### src/rtl/mtt_pkg.sv
`default_nettype none

package mtt_pkg;

  // sizes and defaults
  localparam int unsigned QueueDepthDef = 128;
  localparam int unsigned AddrW         = 5;
  localparam int unsigned DataW         = 32;
  localparam int unsigned WidthT0       = 7;
  localparam int unsigned WidthT1       = 5;

  localparam logic [5:0]  MaskT0        = 6'h3F;
  localparam logic [5:0]  MaskT1        = 6'h0F;
  localparam logic [6:0]  CodeMaskT0    = 7'h7F;
  localparam logic [6:0]  CodeMaskT1    = 7'h1F;

  localparam logic [15:0] FullDef       = 16'd200;
  localparam logic [15:0] HalfDef       = 16'd100;
  localparam logic [7:0]  LeadDef       = 8'd25;
  localparam logic [7:0]  TrailT0Def    = 8'd28;
  localparam logic [7:0]  TrailT1Def    = 8'd25;

  // request kinds
  typedef enum logic {
    CMD_TICK = 1'b0,
    CMD_PUSH = 1'b1
  } cmd_e;

  // register map, one word each
  typedef enum logic [2:0] {
    REG_FULL_T0  = 3'd0,
    REG_HALF_T0  = 3'd1,
    REG_FULL_T1  = 3'd2,
    REG_HALF_T1  = 3'd3,
    REG_LEAD_T0  = 3'd4,
    REG_TRAIL_T0 = 3'd5,
    REG_LEAD_T1  = 3'd6,
    REG_TRAIL_T1 = 3'd7
  } cfg_reg_e;

  // frame phases, one-hot
  typedef enum logic [4:0] {
    PH_IDLE  = 5'b00001,
    PH_LEAD  = 5'b00010,
    PH_DATA  = 5'b00100,
    PH_LRC   = 5'b01000,
    PH_TRAIL = 5'b10000
  } phase_e;

  typedef struct packed {
    logic       track;
    logic       last;
    logic [6:0] code;
  } entry_t;

  typedef struct packed {
    logic   is_push;
    entry_t entry;
  } req_t;

  typedef struct packed {
    logic [1:0][15:0] full;
    logic [1:0][15:0] half;
    logic [1:0][7:0]  lead;
    logic [1:0][7:0]  trail;
  } cfg_t;

  typedef struct packed {
    logic push;
    logic pop;
  } qctl_t;

  typedef struct packed {
    logic nonempty;
    logic full;
  } qstat_t;

  // lrc character: odd column parity, top bit set on an even count of ones
  function automatic logic [6:0] lrc_calc(input logic [5:0] par, input logic trk);
    logic [5:0] d;
    logic [6:0] r;
    d = ~par & (trk ? MaskT1 : MaskT0);
    r = {1'b0, d};
    if (!(^d)) begin
      if (trk) begin
        r[4] = 1'b1;
      end else begin
        r[6] = 1'b1;
      end
    end
    return r;
  endfunction

endpackage

`default_nettype wire

### src/rtl/mtt_if.sv
`default_nettype none

// request channel
interface mtt_in_if;
  logic       valid;
  logic       ready;
  logic       cmd;
  logic       track;
  logic [6:0] code;
  logic       last;

  modport source (output valid, output cmd, output track, output code, output last,
                  input ready);
  modport sink   (input valid, input cmd, input track, input code, input last,
                  output ready);
endinterface

// result channel
interface mtt_out_if;
  logic valid;
  logic ready;
  logic coil;
  logic accepted;
  logic busy_res;
  logic bit_start;
  logic frame_done;

  modport source (output valid, output coil, output accepted, output busy_res,
                  output bit_start, output frame_done, input ready);
  modport sink   (input valid, input coil, input accepted, input busy_res,
                  input bit_start, input frame_done, output ready);
endinterface

`default_nettype wire

### src/rtl/mtt_front.sv
`default_nettype none

module mtt_front (
  input  logic          clk_i,
  input  logic          rst_ni,
  mtt_in_if.sink        in_if,
  output logic          req_valid_o,
  output mtt_pkg::req_t req_o,
  input  logic          req_ready_i
);
  import mtt_pkg::*;

  req_t       buf_q [2];
  logic       wr_q, rd_q;
  logic [1:0] cnt_q;
  logic       take, give;
  req_t       req_in;

  // classify the incoming request
  always_comb begin
    req_in.is_push     = (cmd_e'(in_if.cmd) == CMD_PUSH);
    req_in.entry.track = in_if.track;
    req_in.entry.last  = in_if.last;
    req_in.entry.code  = in_if.code;
  end

  assign in_if.ready = (cnt_q != 2'd2);
  assign take        = in_if.valid && in_if.ready;
  assign req_valid_o = (cnt_q != 2'd0);
  assign req_o       = buf_q[rd_q];
  assign give        = req_valid_o && req_ready_i;

  // two-entry request queue towards the driver
  always_ff @(posedge clk_i) begin
    if (take) begin
      buf_q[wr_q] <= req_in;
    end
  end

  always_ff @(posedge clk_i or negedge rst_ni) begin
    if (!rst_ni) begin
      wr_q  <= 1'b0;
      rd_q  <= 1'b0;
      cnt_q <= 2'd0;
    end else begin
      if (take) begin
        wr_q <= ~wr_q;
      end
      if (give) begin
        rd_q <= ~rd_q;
      end
      cnt_q <= cnt_q + {1'b0, take} - {1'b0, give};
    end
  end

endmodule

`default_nettype wire

### src/rtl/mtt_code_fifo.sv
`default_nettype none

module mtt_code_fifo #(
  parameter int unsigned QUEUE_DEPTH = mtt_pkg::QueueDepthDef
) (
  input  logic            clk_i,
  input  logic            rst_ni,
  input  mtt_pkg::qctl_t  ctl_i,
  input  mtt_pkg::entry_t wdata_i,
  output mtt_pkg::entry_t head_o,
  output mtt_pkg::qstat_t stat_o
);
  import mtt_pkg::*;

  localparam int unsigned PtrW = $clog2(QUEUE_DEPTH);
  localparam int unsigned CntW = $clog2(QUEUE_DEPTH + 1);

  entry_t          mem_q [QUEUE_DEPTH];
  entry_t          rd_data_q;
  logic [PtrW-1:0] head_q, tail_q, head_nxt, tail_nxt, rd_addr;
  logic [CntW-1:0] count_q;

  // pointer wrap for any depth
  assign head_nxt = (head_q == PtrW'(QUEUE_DEPTH - 1)) ? '0 : head_q + 1'b1;
  assign tail_nxt = (tail_q == PtrW'(QUEUE_DEPTH - 1)) ? '0 : tail_q + 1'b1;
  assign rd_addr  = ctl_i.pop ? head_nxt : head_q;

  // code storage
  always_ff @(posedge clk_i) begin
    if (ctl_i.push) begin
      mem_q[tail_q] <= wdata_i;
    end
  end

  // head prefetch, with write bypass into an empty or emptying queue
  always_ff @(posedge clk_i) begin
    if (ctl_i.push && (tail_q == rd_addr)) begin
      rd_data_q <= wdata_i;
    end else begin
      rd_data_q <= mem_q[rd_addr];
    end
  end

  always_ff @(posedge clk_i or negedge rst_ni) begin
    if (!rst_ni) begin
      head_q  <= '0;
      tail_q  <= '0;
      count_q <= '0;
    end else begin
      if (ctl_i.push) begin
        tail_q <= tail_nxt;
      end
      if (ctl_i.pop) begin
        head_q <= head_nxt;
      end
      count_q <= count_q + CntW'(ctl_i.push) - CntW'(ctl_i.pop);
    end
  end

  assign head_o          = rd_data_q;
  assign stat_o.nonempty = (count_q != '0);
  assign stat_o.full     = (count_q == CntW'(QUEUE_DEPTH));

  // checks
  a_no_push_full: assert property (@(posedge clk_i) disable iff (!rst_ni)
    ctl_i.push |-> !stat_o.full) else $error("push into a full code queue");

  a_no_pop_empty: assert property (@(posedge clk_i) disable iff (!rst_ni)
    ctl_i.pop |-> stat_o.nonempty) else $error("pop from an empty code queue");

  a_empty_ptrs: assert property (@(posedge clk_i) disable iff (!rst_ni)
    (count_q == '0) |-> (head_q == tail_q)) else $error("empty queue with split pointers");

endmodule

`default_nettype wire

### src/rtl/mtt_back.sv
`default_nettype none

module mtt_back #(
  parameter int unsigned QUEUE_DEPTH = mtt_pkg::QueueDepthDef
) (
  input  logic          clk_i,
  input  logic          rst_ni,
  input  mtt_pkg::cfg_t cfg_i,
  input  logic          req_valid_i,
  input  mtt_pkg::req_t req_i,
  output logic          req_ready_o,
  mtt_out_if.source     out_if
);
  import mtt_pkg::*;

  typedef struct packed {
    phase_e     phase;
    logic [7:0] zc;
    logic [2:0] idx;
    logic [6:0] shift;
    logic [5:0] par;
    logic       trk;
    logic       last;
  } drv_t;

  typedef struct packed {
    logic coil;
    logic accepted;
    logic busy_res;
    logic bit_start;
    logic frame_done;
  } res_t;

  drv_t        st_q, st_d, sf_s, nb_in, nb_out;
  logic        coil_q, coil_d;
  logic [15:0] bit_timer_q, bit_timer_d, mid_timer_q, mid_timer_d;
  logic        out_valid_q;
  res_t        res_q, res_d;
  logic        proc, ends, use_sf, nb_bit, nb_pop;
  logic [2:0]  cur_w;
  qctl_t       qctl;
  qstat_t      qstat;
  entry_t      head;

  mtt_code_fifo #(
    .QUEUE_DEPTH (QUEUE_DEPTH)
  ) u_code_fifo (
    .clk_i   (clk_i),
    .rst_ni  (rst_ni),
    .ctl_i   (qctl),
    .wdata_i (req_i.entry),
    .head_o  (head),
    .stat_o  (qstat)
  );

  assign req_ready_o = !out_valid_q || out_if.ready;
  assign proc        = req_valid_i && req_ready_o;

  // frame end: trail zeros used up, or lrc done with no trail
  assign cur_w  = st_q.trk ? 3'(WidthT1) : 3'(WidthT0);
  assign ends   = ((st_q.phase == PH_TRAIL) && (st_q.zc == '0)) ||
                  ((st_q.phase == PH_LRC) && (st_q.idx >= cur_w) &&
                   (cfg_i.trail[st_q.trk] == '0));
  assign use_sf = (st_q.phase == PH_IDLE) || ends;

  // state at the start of a new frame, taken from the head code
  always_comb begin
    sf_s.phase = PH_LEAD;
    sf_s.zc    = cfg_i.lead[head.track];
    sf_s.idx   = '0;
    sf_s.shift = '0;
    sf_s.par   = '0;
    sf_s.trk   = head.track;
    sf_s.last  = 1'b0;
  end

  assign nb_in = use_sf ? sf_s : st_q;

  // next bit sequencer: at most one phase step and one code load
  always_comb begin
    logic [2:0] w;
    logic [5:0] mask;
    logic [6:0] ld_code, lrc;
    logic       do_load, do_lrc;
    w       = nb_in.trk ? 3'(WidthT1) : 3'(WidthT0);
    mask    = nb_in.trk ? MaskT1 : MaskT0;
    ld_code = head.code & (nb_in.trk ? CodeMaskT1 : CodeMaskT0);
    lrc     = lrc_calc(nb_in.par, nb_in.trk);
    nb_out  = nb_in;
    nb_bit  = 1'b0;
    nb_pop  = 1'b0;
    do_load = 1'b0;
    do_lrc  = 1'b0;
    case (nb_in.phase)
      PH_LEAD: begin
        if (nb_in.zc != '0) begin
          nb_out.zc = nb_in.zc - 8'd1;
        end else if (qstat.nonempty) begin
          do_load = 1'b1;
        end else begin
          do_lrc = 1'b1;
        end
      end
      PH_DATA: begin
        if (nb_in.idx < w) begin
          nb_bit     = nb_in.shift[nb_in.idx];
          nb_out.idx = nb_in.idx + 3'd1;
        end else if (nb_in.last || !qstat.nonempty) begin
          do_lrc = 1'b1;
        end else begin
          do_load = 1'b1;
        end
      end
      PH_LRC: begin
        if (nb_in.idx < w) begin
          nb_bit     = nb_in.shift[nb_in.idx];
          nb_out.idx = nb_in.idx + 3'd1;
        end else begin
          nb_out.phase = PH_TRAIL;
          nb_out.zc    = cfg_i.trail[nb_in.trk] - 8'd1;
        end
      end
      PH_TRAIL: begin
        nb_out.zc = nb_in.zc - 8'd1;
      end
      default: begin
        nb_out = nb_in;
      end
    endcase
    // fetch the next character from the queue
    if (do_load) begin
      nb_out.phase = PH_DATA;
      nb_out.shift = ld_code;
      nb_out.last  = head.last;
      nb_out.par   = nb_in.par ^ (ld_code[5:0] & mask);
      nb_out.idx   = 3'd1;
      nb_bit       = ld_code[0];
      nb_pop       = 1'b1;
    end
    // close the data with the lrc character
    if (do_lrc) begin
      nb_out.phase = PH_LRC;
      nb_out.shift = lrc;
      nb_out.idx   = 3'd1;
      nb_bit       = lrc[0];
    end
  end

  // request execution
  always_comb begin
    logic [15:0] bt_dec;
    logic        do_bit;
    logic        done;
    logic [15:0] full;
    st_d        = st_q;
    coil_d      = coil_q;
    bit_timer_d = bit_timer_q;
    mid_timer_d = mid_timer_q;
    qctl        = '0;
    do_bit      = 1'b0;
    done        = 1'b0;
    res_d       = '0;
    bt_dec      = (bit_timer_q != '0) ? bit_timer_q - 16'd1 : '0;
    full        = cfg_i.full[nb_out.trk];
    if (proc) begin
      if (req_i.is_push) begin
        if (!qstat.full) begin
          qctl.push      = 1'b1;
          res_d.accepted = 1'b1;
        end
      end else if (st_q.phase == PH_IDLE) begin
        do_bit = qstat.nonempty;
      end else if (bt_dec != '0) begin
        bit_timer_d = bt_dec;
        if (mid_timer_q != '0) begin
          mid_timer_d = mid_timer_q - 16'd1;
          if (mid_timer_q == 16'd1) begin
            coil_d = ~coil_q;
          end
        end
      end else if (!ends) begin
        do_bit = 1'b1;
      end else begin
        done        = 1'b1;
        st_d.phase  = PH_IDLE;
        mid_timer_d = '0;
        if (qstat.nonempty) begin
          do_bit = 1'b1;
        end else begin
          coil_d = 1'b0;
        end
      end
      // start of a bit period
      if (do_bit) begin
        st_d        = nb_out;
        coil_d      = ~coil_q;
        bit_timer_d = (full != '0) ? full : 16'd1;
        mid_timer_d = nb_bit ? cfg_i.half[nb_out.trk] : '0;
        qctl.pop    = nb_pop;
      end
    end
    res_d.coil       = coil_d;
    res_d.busy_res   = (st_d.phase != PH_IDLE);
    res_d.bit_start  = do_bit;
    res_d.frame_done = done;
  end

  always_ff @(posedge clk_i or negedge rst_ni) begin
    if (!rst_ni) begin
      st_q        <= '{phase: PH_IDLE, default: '0};
      coil_q      <= 1'b0;
      bit_timer_q <= '0;
      mid_timer_q <= '0;
      out_valid_q <= 1'b0;
    end else begin
      if (proc) begin
        st_q        <= st_d;
        coil_q      <= coil_d;
        bit_timer_q <= bit_timer_d;
        mid_timer_q <= mid_timer_d;
      end
      if (req_ready_o) begin
        out_valid_q <= req_valid_i;
      end
    end
  end

  // result register
  always_ff @(posedge clk_i) begin
    if (proc) begin
      res_q <= res_d;
    end
  end

  assign out_if.valid      = out_valid_q;
  assign out_if.coil       = res_q.coil;
  assign out_if.accepted   = res_q.accepted;
  assign out_if.busy_res   = res_q.busy_res;
  assign out_if.bit_start  = res_q.bit_start;
  assign out_if.frame_done = res_q.frame_done;

  // checks
  a_idle_no_mid: assert property (@(posedge clk_i) disable iff (!rst_ni)
    (st_q.phase == PH_IDLE) |-> (mid_timer_q == '0)) else $error("mid toggle pending while idle");

  a_busy_timer: assert property (@(posedge clk_i) disable iff (!rst_ni)
    (st_q.phase != PH_IDLE) |-> (bit_timer_q != '0)) else $error("bit timer empty in a frame");

  a_tick_not_accepted: assert property (@(posedge clk_i) disable iff (!rst_ni)
    (proc && !req_i.is_push) |=> !res_q.accepted) else $error("tick reported as accepted");

  a_end_coil_low: assert property (@(posedge clk_i) disable iff (!rst_ni)
    (out_valid_q && res_q.frame_done && !res_q.busy_res) |-> !res_q.coil)
    else $error("coil left high after the last frame");

endmodule

`default_nettype wire

### src/rtl/mtt_cfg.sv
`default_nettype none

module mtt_cfg (
  input  logic                      clk_i,
  input  logic                      rst_ni,
  input  logic                      psel_i,
  input  logic                      penable_i,
  input  logic                      pwrite_i,
  input  logic [mtt_pkg::AddrW-1:0] paddr_i,
  input  logic [mtt_pkg::DataW-1:0] pwdata_i,
  output logic [mtt_pkg::DataW-1:0] prdata_o,
  output logic                      pready_o,
  output mtt_pkg::cfg_t             cfg_o
);
  import mtt_pkg::*;

  cfg_t     cfg_q;
  cfg_reg_e reg_idx;
  logic     wr_en;

  assign reg_idx  = cfg_reg_e'(paddr_i[AddrW-1:2]);
  assign pready_o = 1'b1;
  assign wr_en    = psel_i && penable_i && pwrite_i && pready_o;
  assign cfg_o    = cfg_q;

  // register writes
  always_ff @(posedge clk_i or negedge rst_ni) begin
    if (!rst_ni) begin
      cfg_q.full  <= {FullDef, FullDef};
      cfg_q.half  <= {HalfDef, HalfDef};
      cfg_q.lead  <= {LeadDef, LeadDef};
      cfg_q.trail <= {TrailT1Def, TrailT0Def};
    end else if (wr_en) begin
      case (reg_idx)
        REG_FULL_T0:  cfg_q.full[0]  <= pwdata_i[15:0];
        REG_HALF_T0:  cfg_q.half[0]  <= pwdata_i[15:0];
        REG_FULL_T1:  cfg_q.full[1]  <= pwdata_i[15:0];
        REG_HALF_T1:  cfg_q.half[1]  <= pwdata_i[15:0];
        REG_LEAD_T0:  cfg_q.lead[0]  <= pwdata_i[7:0];
        REG_TRAIL_T0: cfg_q.trail[0] <= pwdata_i[7:0];
        REG_LEAD_T1:  cfg_q.lead[1]  <= pwdata_i[7:0];
        REG_TRAIL_T1: cfg_q.trail[1] <= pwdata_i[7:0];
        default:      cfg_q          <= cfg_q;
      endcase
    end
  end

  // read back
  always_comb begin
    case (reg_idx)
      REG_FULL_T0:  prdata_o = DataW'(cfg_q.full[0]);
      REG_HALF_T0:  prdata_o = DataW'(cfg_q.half[0]);
      REG_FULL_T1:  prdata_o = DataW'(cfg_q.full[1]);
      REG_HALF_T1:  prdata_o = DataW'(cfg_q.half[1]);
      REG_LEAD_T0:  prdata_o = DataW'(cfg_q.lead[0]);
      REG_TRAIL_T0: prdata_o = DataW'(cfg_q.trail[0]);
      REG_LEAD_T1:  prdata_o = DataW'(cfg_q.lead[1]);
      REG_TRAIL_T1: prdata_o = DataW'(cfg_q.trail[1]);
      default:      prdata_o = '0;
    endcase
  end

endmodule

`default_nettype wire

### src/rtl/magstripe_track_transmitter_top.sv
// a request's result is offered from the result register, once it has passed the
//   two-entry intake queue and the coil driver; either can be held by back-pressure
// throughput: while out_if is ready, one request per cycle, ticks and pushes alike; the coil
//   driver retires one request a cycle and reads the code queue through a prefetched head
// reset: timing registers take their defaults, code queue empty, driver idle, coil low
// the code queue memory itself is not cleared; an entry is read only after it is written
`default_nettype none

module magstripe_track_transmitter_top #(
  parameter int unsigned QUEUE_DEPTH = mtt_pkg::QueueDepthDef
) (
  input  logic                      clk_i,
  input  logic                      rst_ni,
  input  logic                      psel,
  input  logic                      penable,
  input  logic                      pwrite,
  input  logic [mtt_pkg::AddrW-1:0] paddr,
  input  logic [mtt_pkg::DataW-1:0] pwdata,
  output logic [mtt_pkg::DataW-1:0] prdata,
  output logic                      pready,
  mtt_in_if.sink                    in_if,
  mtt_out_if.source                 out_if
);
  import mtt_pkg::*;

  cfg_t cfg;
  req_t req;
  logic req_valid, req_ready;

  // configuration registers
  mtt_cfg u_cfg (
    .clk_i     (clk_i),
    .rst_ni    (rst_ni),
    .psel_i    (psel),
    .penable_i (penable),
    .pwrite_i  (pwrite),
    .paddr_i   (paddr),
    .pwdata_i  (pwdata),
    .prdata_o  (prdata),
    .pready_o  (pready),
    .cfg_o     (cfg)
  );

  // request intake
  mtt_front u_front (
    .clk_i       (clk_i),
    .rst_ni      (rst_ni),
    .in_if       (in_if),
    .req_valid_o (req_valid),
    .req_o       (req),
    .req_ready_i (req_ready)
  );

  // code queue and coil driver
  mtt_back #(
    .QUEUE_DEPTH (QUEUE_DEPTH)
  ) u_back (
    .clk_i       (clk_i),
    .rst_ni      (rst_ni),
    .cfg_i       (cfg),
    .req_valid_i (req_valid),
    .req_i       (req),
    .req_ready_o (req_ready),
    .out_if      (out_if)
  );

endmodule

`default_nettype wire
### src/flat_wrapper.sv
// flat-port wrapper written by rule: the top's interface ports become plain ports
module magstripe_track_transmitter_top_flat import mtt_pkg::*;
#(
  parameter int unsigned QUEUE_DEPTH = mtt_pkg::QueueDepthDef
)
  (clk_i, rst_ni, psel, penable, pwrite, paddr, pwdata, prdata, pready, in_if_valid, in_if_cmd, in_if_track, in_if_code, in_if_last, in_if_ready, out_if_valid, out_if_coil, out_if_accepted, out_if_busy_res, out_if_bit_start, out_if_frame_done, out_if_ready);
  mtt_in_if in_if_i ();
  mtt_out_if out_if_i ();
  input  logic clk_i;
  input  logic rst_ni;
  input  logic psel;
  input  logic penable;
  input  logic pwrite;
  input  logic [mtt_pkg::AddrW-1:0] paddr;
  input  logic [mtt_pkg::DataW-1:0] pwdata;
  output logic [mtt_pkg::DataW-1:0] prdata;
  output logic pready;
  input wire logic [$bits(in_if_i.valid)-1:0] in_if_valid;
  input wire logic [$bits(in_if_i.cmd)-1:0] in_if_cmd;
  input wire logic [$bits(in_if_i.track)-1:0] in_if_track;
  input wire logic [$bits(in_if_i.code)-1:0] in_if_code;
  input wire logic [$bits(in_if_i.last)-1:0] in_if_last;
  output wire logic [$bits(in_if_i.ready)-1:0] in_if_ready;
  output wire logic [$bits(out_if_i.valid)-1:0] out_if_valid;
  output wire logic [$bits(out_if_i.coil)-1:0] out_if_coil;
  output wire logic [$bits(out_if_i.accepted)-1:0] out_if_accepted;
  output wire logic [$bits(out_if_i.busy_res)-1:0] out_if_busy_res;
  output wire logic [$bits(out_if_i.bit_start)-1:0] out_if_bit_start;
  output wire logic [$bits(out_if_i.frame_done)-1:0] out_if_frame_done;
  input wire logic [$bits(out_if_i.ready)-1:0] out_if_ready;
  assign in_if_i.valid = in_if_valid;
  assign in_if_i.cmd = in_if_cmd;
  assign in_if_i.track = in_if_track;
  assign in_if_i.code = in_if_code;
  assign in_if_i.last = in_if_last;
  assign in_if_ready = in_if_i.ready;
  assign out_if_valid = out_if_i.valid;
  assign out_if_coil = out_if_i.coil;
  assign out_if_accepted = out_if_i.accepted;
  assign out_if_busy_res = out_if_i.busy_res;
  assign out_if_bit_start = out_if_i.bit_start;
  assign out_if_frame_done = out_if_i.frame_done;
  assign out_if_i.ready = out_if_ready;
  magstripe_track_transmitter_top #(.QUEUE_DEPTH(QUEUE_DEPTH)) u_core (.clk_i(clk_i), .rst_ni(rst_ni), .psel(psel), .penable(penable), .pwrite(pwrite), .paddr(paddr), .pwdata(pwdata), .prdata(prdata), .pready(pready), .in_if(in_if_i), .out_if(out_if_i));
endmodule
### config.mk
export PLATFORM = sky130hd
export DESIGN_NAME = magstripe_track_transmitter_top_flat
export DESIGN_NICKNAME = d
export VERILOG_FILES = /design/src/rtl/mtt_pkg.sv /design/src/rtl/mtt_if.sv /design/src/rtl/mtt_front.sv /design/src/rtl/mtt_code_fifo.sv /design/src/rtl/mtt_back.sv /design/src/rtl/mtt_cfg.sv /design/src/rtl/magstripe_track_transmitter_top.sv /design/src/flat_wrapper.sv
export SDC_FILE = /design/constraint.sdc
export NUM_CORES = 2
export LEC_CHECK = 0
export ABC_CLOCK_PERIOD_IN_PS = 12250
export CAP_MARGIN = 5
export CORE_ASPECT_RATIO = 1.4
export CORE_UTILIZATION = 50
export DETAILED_ROUTE_END_ITERATION = 16
export DONT_BUFFER_PORTS = 1
export PLACE_DENSITY_LB_ADDON = 0.12
export SLEW_MARGIN = 30
export SYNTH_ARGS = -nofsm -noshare
export SYNTH_HDL_FRONTEND = slang
export SYNTH_SLANG_ARGS = --single-unit
### constraint.sdc
create_clock -name clk_i -period 12.25 [get_ports clk_i]
set_clock_uncertainty 0.1 [all_clocks]
set_input_delay 0 -clock clk_i [delete_from_list [all_inputs] [get_ports clk_i]]
set_output_delay 0 -clock clk_i [all_outputs]
set_load 0.01 [all_outputs]
After elaboration in Yosys (flattened, before gate mapping)
Memories as Yosys holds them, arrays and structs flattened. A register that Yosys moved wholly into a read port is not among the register bits. Cells that the tools add are included. W data, S select, Z words.

Memories kept: 2. Register bits after elaboration: 192. Bits in writable memories: 1172. Memory bits (read-only): 0. Logic and storage cells: 211. Latch bits: 0.

Reductions and logical operators: 39. Equality and inequality tests: 23. Order comparisons: 6. Add/sub/neg operators: 11. Shifts and indexed selects: 0. Div/mod/pow operators: 0. Bitwise logic cells: 8. Multipliers: 0. Muxes and demuxes: 92.

Memories: u_core.u_back.u_code_fifo.mem_q (depth 128, width 9, rd ports 1, clocked after memory_dff 1, wr ports 1, RTL line mtt_code_fifo.sv:18) `entry_t mem_q [QUEUE_DEPTH];`; u_core.u_front.buf_q (depth 2, width 10, rd ports 1, clocked after memory_dff 0, wr ports 1, RTL line mtt_front.sv:13) `req_t buf_q [2];`.

Operators by type and width (count): $mux W16 (18); $pmux W32 S8 (1); $mux W31 (3); $reduce_bool A16 Y1 (4); $mux W8 (7); $mux W1 (40); $mux W5 (7); $sub A16 B1 Y16 const B (2); $mux W7 (4); $pmux W8 S3 (1); $reduce_and A2 Y1 (9); $eq A16 B1 Y1 const B (1); $logic_not A8 Y1 (2); $reduce_bool A8 Y1 (2); $sub A8 B1 Y8 const B (2); $add A7 B1 Y7 const B (2); $eq A7 B7 Y1 const B (2); $mux W13 (1); $and A6 B6 Y6 (2); $eq A3 B3 Y1 const B (4); $eq A5 B4 Y1 const B (2); $eq A5 B5 Y1 const B (2); $mux W10 (1); $add A8 B1 Y8 (1); other kinds (37) (59).

Longest topological paths before layout
Word-level depth: 17. Mapped depth: 32.

Cells and area by module
Synthesis repeated with hierarchy kept, for this count alone.

Cell total of the unflattened synthesis: 3366. Area, all modules: 57033.4 um^2.

Modules (own cells, without submodules): mtt_code_fifo (cells each 2280, area an instance 45766.4 um^2, times used 1); mtt_back (cells each 715, area an instance 5739.3 um^2, times used 1); mtt_cfg (cells each 323, area an instance 4610.7 um^2, times used 1); mtt_front (cells each 48, area an instance 917.1 um^2, times used 1).

Worst setup path before layout
Ideal clock, no wire load.

Path kind: reg-to-reg. From: reg (tool-made name). To: reg u_core.u_back.u_code_fifo.count_q[6]. Clock period less this slack: 6.086 ns. Slack: 6.164 ns. Buffers on the path: 7. Cell stages (with the launch flop): 33. Setup time: 0.080 ns. Arrival time: 5.906 ns. Path through: dfxtp_1 -> buf_4 -> buf_2 -> and2_1 -> buf_2 -> a22oi_1 -> nand2_1 -> o31ai_1 -> nor3_1 -> or2_1 -> o21ai_0 -> mux2_2 -> buf_2 -> buf_2 -> buf_2 -> ha_1 -> a21oi_1 -> nor2_1 -> and3_1 -> clkbuf_1 -> nand2_1 -> a211o_1 -> inv_2 -> ha_1 -> inv_1 -> ha_1 -> fa_1 -> a21oi_1 -> nor2_1 -> o21ai_0 -> a21oi_1 -> nor2_1 -> xnor2_1.

RTL lines: end signal: assignment (RTL line mtt_code_fifo.sv:56) `count_q <= count_q + CntW'(ctl_i.push) - CntW'(ctl_i.pop);`; end: declaration (RTL line mtt_code_fifo.sv:21) `logic [CntW-1:0] count_q;`.

==> metrics <==
outcome=finished with violations; violated checks=DRC; count of warnings emitted by yosys=0; number of standard cells after synthesis=3113; Synth Register Bits=1371; required time of the critical path=12.83 ns; row cnt=146; commonest cells after routing, fill and taps aside=sky130_fd_sc_hd__edfxtp_1, sky130_fd_sc_hd__mux4_2, sky130_fd_sc_hd__dfrtp_1; area post-placement=58880 um^2; Reg clk slew, reported paths=0.06 ns; asr flop ratio synth=13.64%; timing-limited maximum frequency=129.2 MHz; count of buffering cells on the critical path with inverters included=4; mean instance size in the synthesized netlist=18.34 um^2; CTS Root Cell=sky130_fd_sc_hd__clkbuf_16; wirelength, routed=139800 um; maximum fanout along the worst path=36; All-Layer GR Usage=24.72%; Max Cap Viol=0; EDFF count, synth=1177; # H-tree levels=4; Placer Congestion=0.8627; number of nets at the end of the flow=3306; sequential fraction of the synthesis area=70.38%; layout cells sized above 1=26.52%; worst relative slew slack=33.43%; I/O pin count=94; area overhead of the layout relative to synthesis=12.47%; die area=115600 um^2; slowest stage delay, CP=0.67 ns; type of the worst setup path=flop to flop; hold bufs inserted after CTS=79; kind of cell with the highest combined delay on the critical path=compound AO/OA/AOI/OAI gates; final hold vios=0; Worst Hold Margin=0.03335 ns; global-route wire length before repair=207300 um; Most used DFF post-synth=sky130_fd_sc_hd__edfxtp_1; maximum number of pins on one net before global-route repair=112; power density of the placed cells=181.0 nW/um^2; remaining routing DRC violations=25; number of antenna-violating nets in the routed design=0; floorplan die height=401.9 um; CTS Buf Count=131; Finished Core Util=56.71%; final std cell area, no fill=64230 um^2; CTS tree=built; pre-CTS worst setup slack=4.174 ns; total grt overflow=0; number of distinct standard cells referenced by the synthesized netlist=92; Routed wire per std cell=29.07 um; fin crit period=7.738 ns; library cell contributing the largest single delay on the critical path=sky130_fd_sc_hd__dfxtp_4; antenna fix cells=0; leading cell type in the layout, fill and taps excluded=sky130_fd_sc_hd__edfxtp_1; slew at the pin closest to its max-slew limit=0.9949 ns; max-slew violation count=0; count of buffers from port buffering=0; placeable core region=113300 um^2; CP most frequent cell=sky130_fd_sc_hd__a21oi_1; Critical Path Source Type=flop; antenna violations before repair=1; post-synth design cell area=57110 um^2; post_cts resized=0; number of buffers inserted to repair setup after CTS=0; Peak supply drop=0.1438 mV; initial DRC count=2459; endpoint type of the worst setup path=flop; setup repair after global routing missed its margin=no; number of fillers in the final layout=8446; number of optimization iterations in the first detailed-route pass=11; initial standard-cell utilization of the core=50.42%; kind of path behind the tightest hold check=input port to output pin; Static Leak=20.44 nW; sum of net half-perimeters after detailed placement=88010 um; average vias per placed instance=6.175; Clock Tree Buf Depth=3; Horiz. Die Dim=287.6 um; post-route fraction of the period consumed by the critical path=63.17%; final setup violation count=0; number of global-route vias before repair=30780; final total negative setup slack=0 ns; clk sinks=1371; vias after detailed routing=29700; Clock Latency Late Sink=0.77 ns; signal arrival time at the worst endpoint=8.32 ns; least setup slack across all paths after layout=4.512 ns
final cells by class:
cell class	instances	area, um^2	share of cell area [%]
Clock buffer	172	3545	5.519
Clock inverter	65	813.3	1.266
Inverter	38	145.1	0.2260
Multi-Input combinational cell	1551	16340	25.44
Sequential cell	1371	40210	62.60
Tap cell	1480	1852	2.883
Timing Repair Buffer	133	1330	2.071
stage by stage:
stage	power [mW]	std cells
3_5_place_dp	7.530	4491
2_1_floorplan	6.923	3128
3_3_place_gp	7.427	4489
4_1_cts	11.68	4807
5_1_grt	12.03	4810
6_report	11.62	4810
synthesized netlist by cell type, types with 25 or more instances:
| master | instances | area [um^2] |
|---|---|---|
| sky130_fd_sc_hd__dfrtp_1 | 162 | 4054 |
| sky130_fd_sc_hd__clkbuf_1 | 95 | 356.6 |
| sky130_fd_sc_hd__mux2_2 | 118 | 1329 |
| sky130_fd_sc_hd__nor3_1 | 33 | 165.2 |
| sky130_fd_sc_hd__nand3_1 | 33 | 165.2 |
| sky130_fd_sc_hd__ha_1 | 25 | 312.8 |
| sky130_fd_sc_hd__inv_1 | 35 | 131.4 |
| sky130_fd_sc_hd__buf_1 | 33 | 123.9 |
| sky130_fd_sc_hd__a21oi_1 | 69 | 345.3 |
| sky130_fd_sc_hd__mux4_2 | 364 | 8198 |
| sky130_fd_sc_hd__dfstp_2 | 25 | 656.9 |
| sky130_fd_sc_hd__nand2_1 | 144 | 540.5 |
| sky130_fd_sc_hd__edfxtp_1 | 1177 | 35340 |
| sky130_fd_sc_hd__o21ai_0 | 76 | 380.4 |
| sky130_fd_sc_hd__mux2i_1 | 92 | 920.9 |
| sky130_fd_sc_hd__nor2_1 | 221 | 829.6 |
| sky130_fd_sc_hd__nor2b_1 | 29 | 181.4 |
metal layers:
layer	part of all wire, %	global-route usage [%]
met5	0	0
met4	4.0	10.48
met3	5.2	3.384
met2	52	42.17
met1	39	31.67
state kept, by name (all words and copies together), names as in the netlist, named ones only:
signal,cells
u_core.u_back.bit_timer_q,16
u_core.u_back.coil_q,1
u_core.u_back.mid_timer_q,16
u_core.u_back.out_if.accepted,1
u_core.u_back.out_if.bit_start,1
u_core.u_back.out_if.busy_res,1
u_core.u_back.out_if.coil,1
u_core.u_back.out_if.frame_done,1
u_core.u_back.out_if.valid,1
u_core.u_back.st_q,31
u_core.u_back.u_code_fifo.count_q,8
u_core.u_back.u_code_fifo.head_q,7
u_core.u_back.u_code_fifo.mem_q,1152
u_core.u_back.u_code_fifo.tail_q,7
u_core.u_cfg.cfg_o,96
u_core.u_front.buf_q,20
u_core.u_front.cnt_q,2
u_core.u_front.rd_q,1
u_core.u_front.wr_q,1
logic make-up (layout without fill, tap and decap cells):
logic type / count (synthesis) / after routing / synth area share (%)
AOI/OAI and AO/OA: 313 / 313 / 3.773
xor gates and xnor gates: 35 / 35 / 0.5368
adders and majority gates: 26 / 26 / 0.5828
buffers and inverters: 206 / 408 / 1.553
DFF: 1371 / 1371 / 70.38
muxes: 574 / 574 / 18.29
other: 2 / 17 / 0.01315
and+or+nand+nor: 586 / 586 / 4.862
report_power, final:
group / leakage, nW / internal (mW) / switching [mW]
Clock: 2.11 / 2.34 / 1.78
Combinational: 5.34 / 0.433 / 1.07
Sequential: 13.0 / 5.80 / 0.204
Total: 20.4 / 8.57 / 3.06
final timing paths:
kind / startpoint / endpoint / slack, ns / depth (start not counted)
max: flop / u_core.u_back.u_code_fifo.count_q[7]$_DFF_PN0_ / 4.51 / 28
min: paddr[2] / prdata[2] / 0.03 / 1
max reg2reg: flop / u_core.u_back.u_code_fifo.count_q[7]$_DFF_PN0_ / 4.51 / 28
min reg2reg: u_core.u_back.st_q[8]$_DFFE_PN0P_ / u_core.u_back.st_q[8]$_DFFE_PN0P_ / 0.37 / 2
max in group asynchronous: rst_ni / u_core.u_cfg.cfg_o[13]$_DFFE_PN0P_ / 10.91 / 4
min in group asynchronous: rst_ni / u_core.u_cfg.cfg_o[5]$_DFFE_PN0P_ / 0.35 / 3
Note: power is estimated with default switching activity, not from simulation.
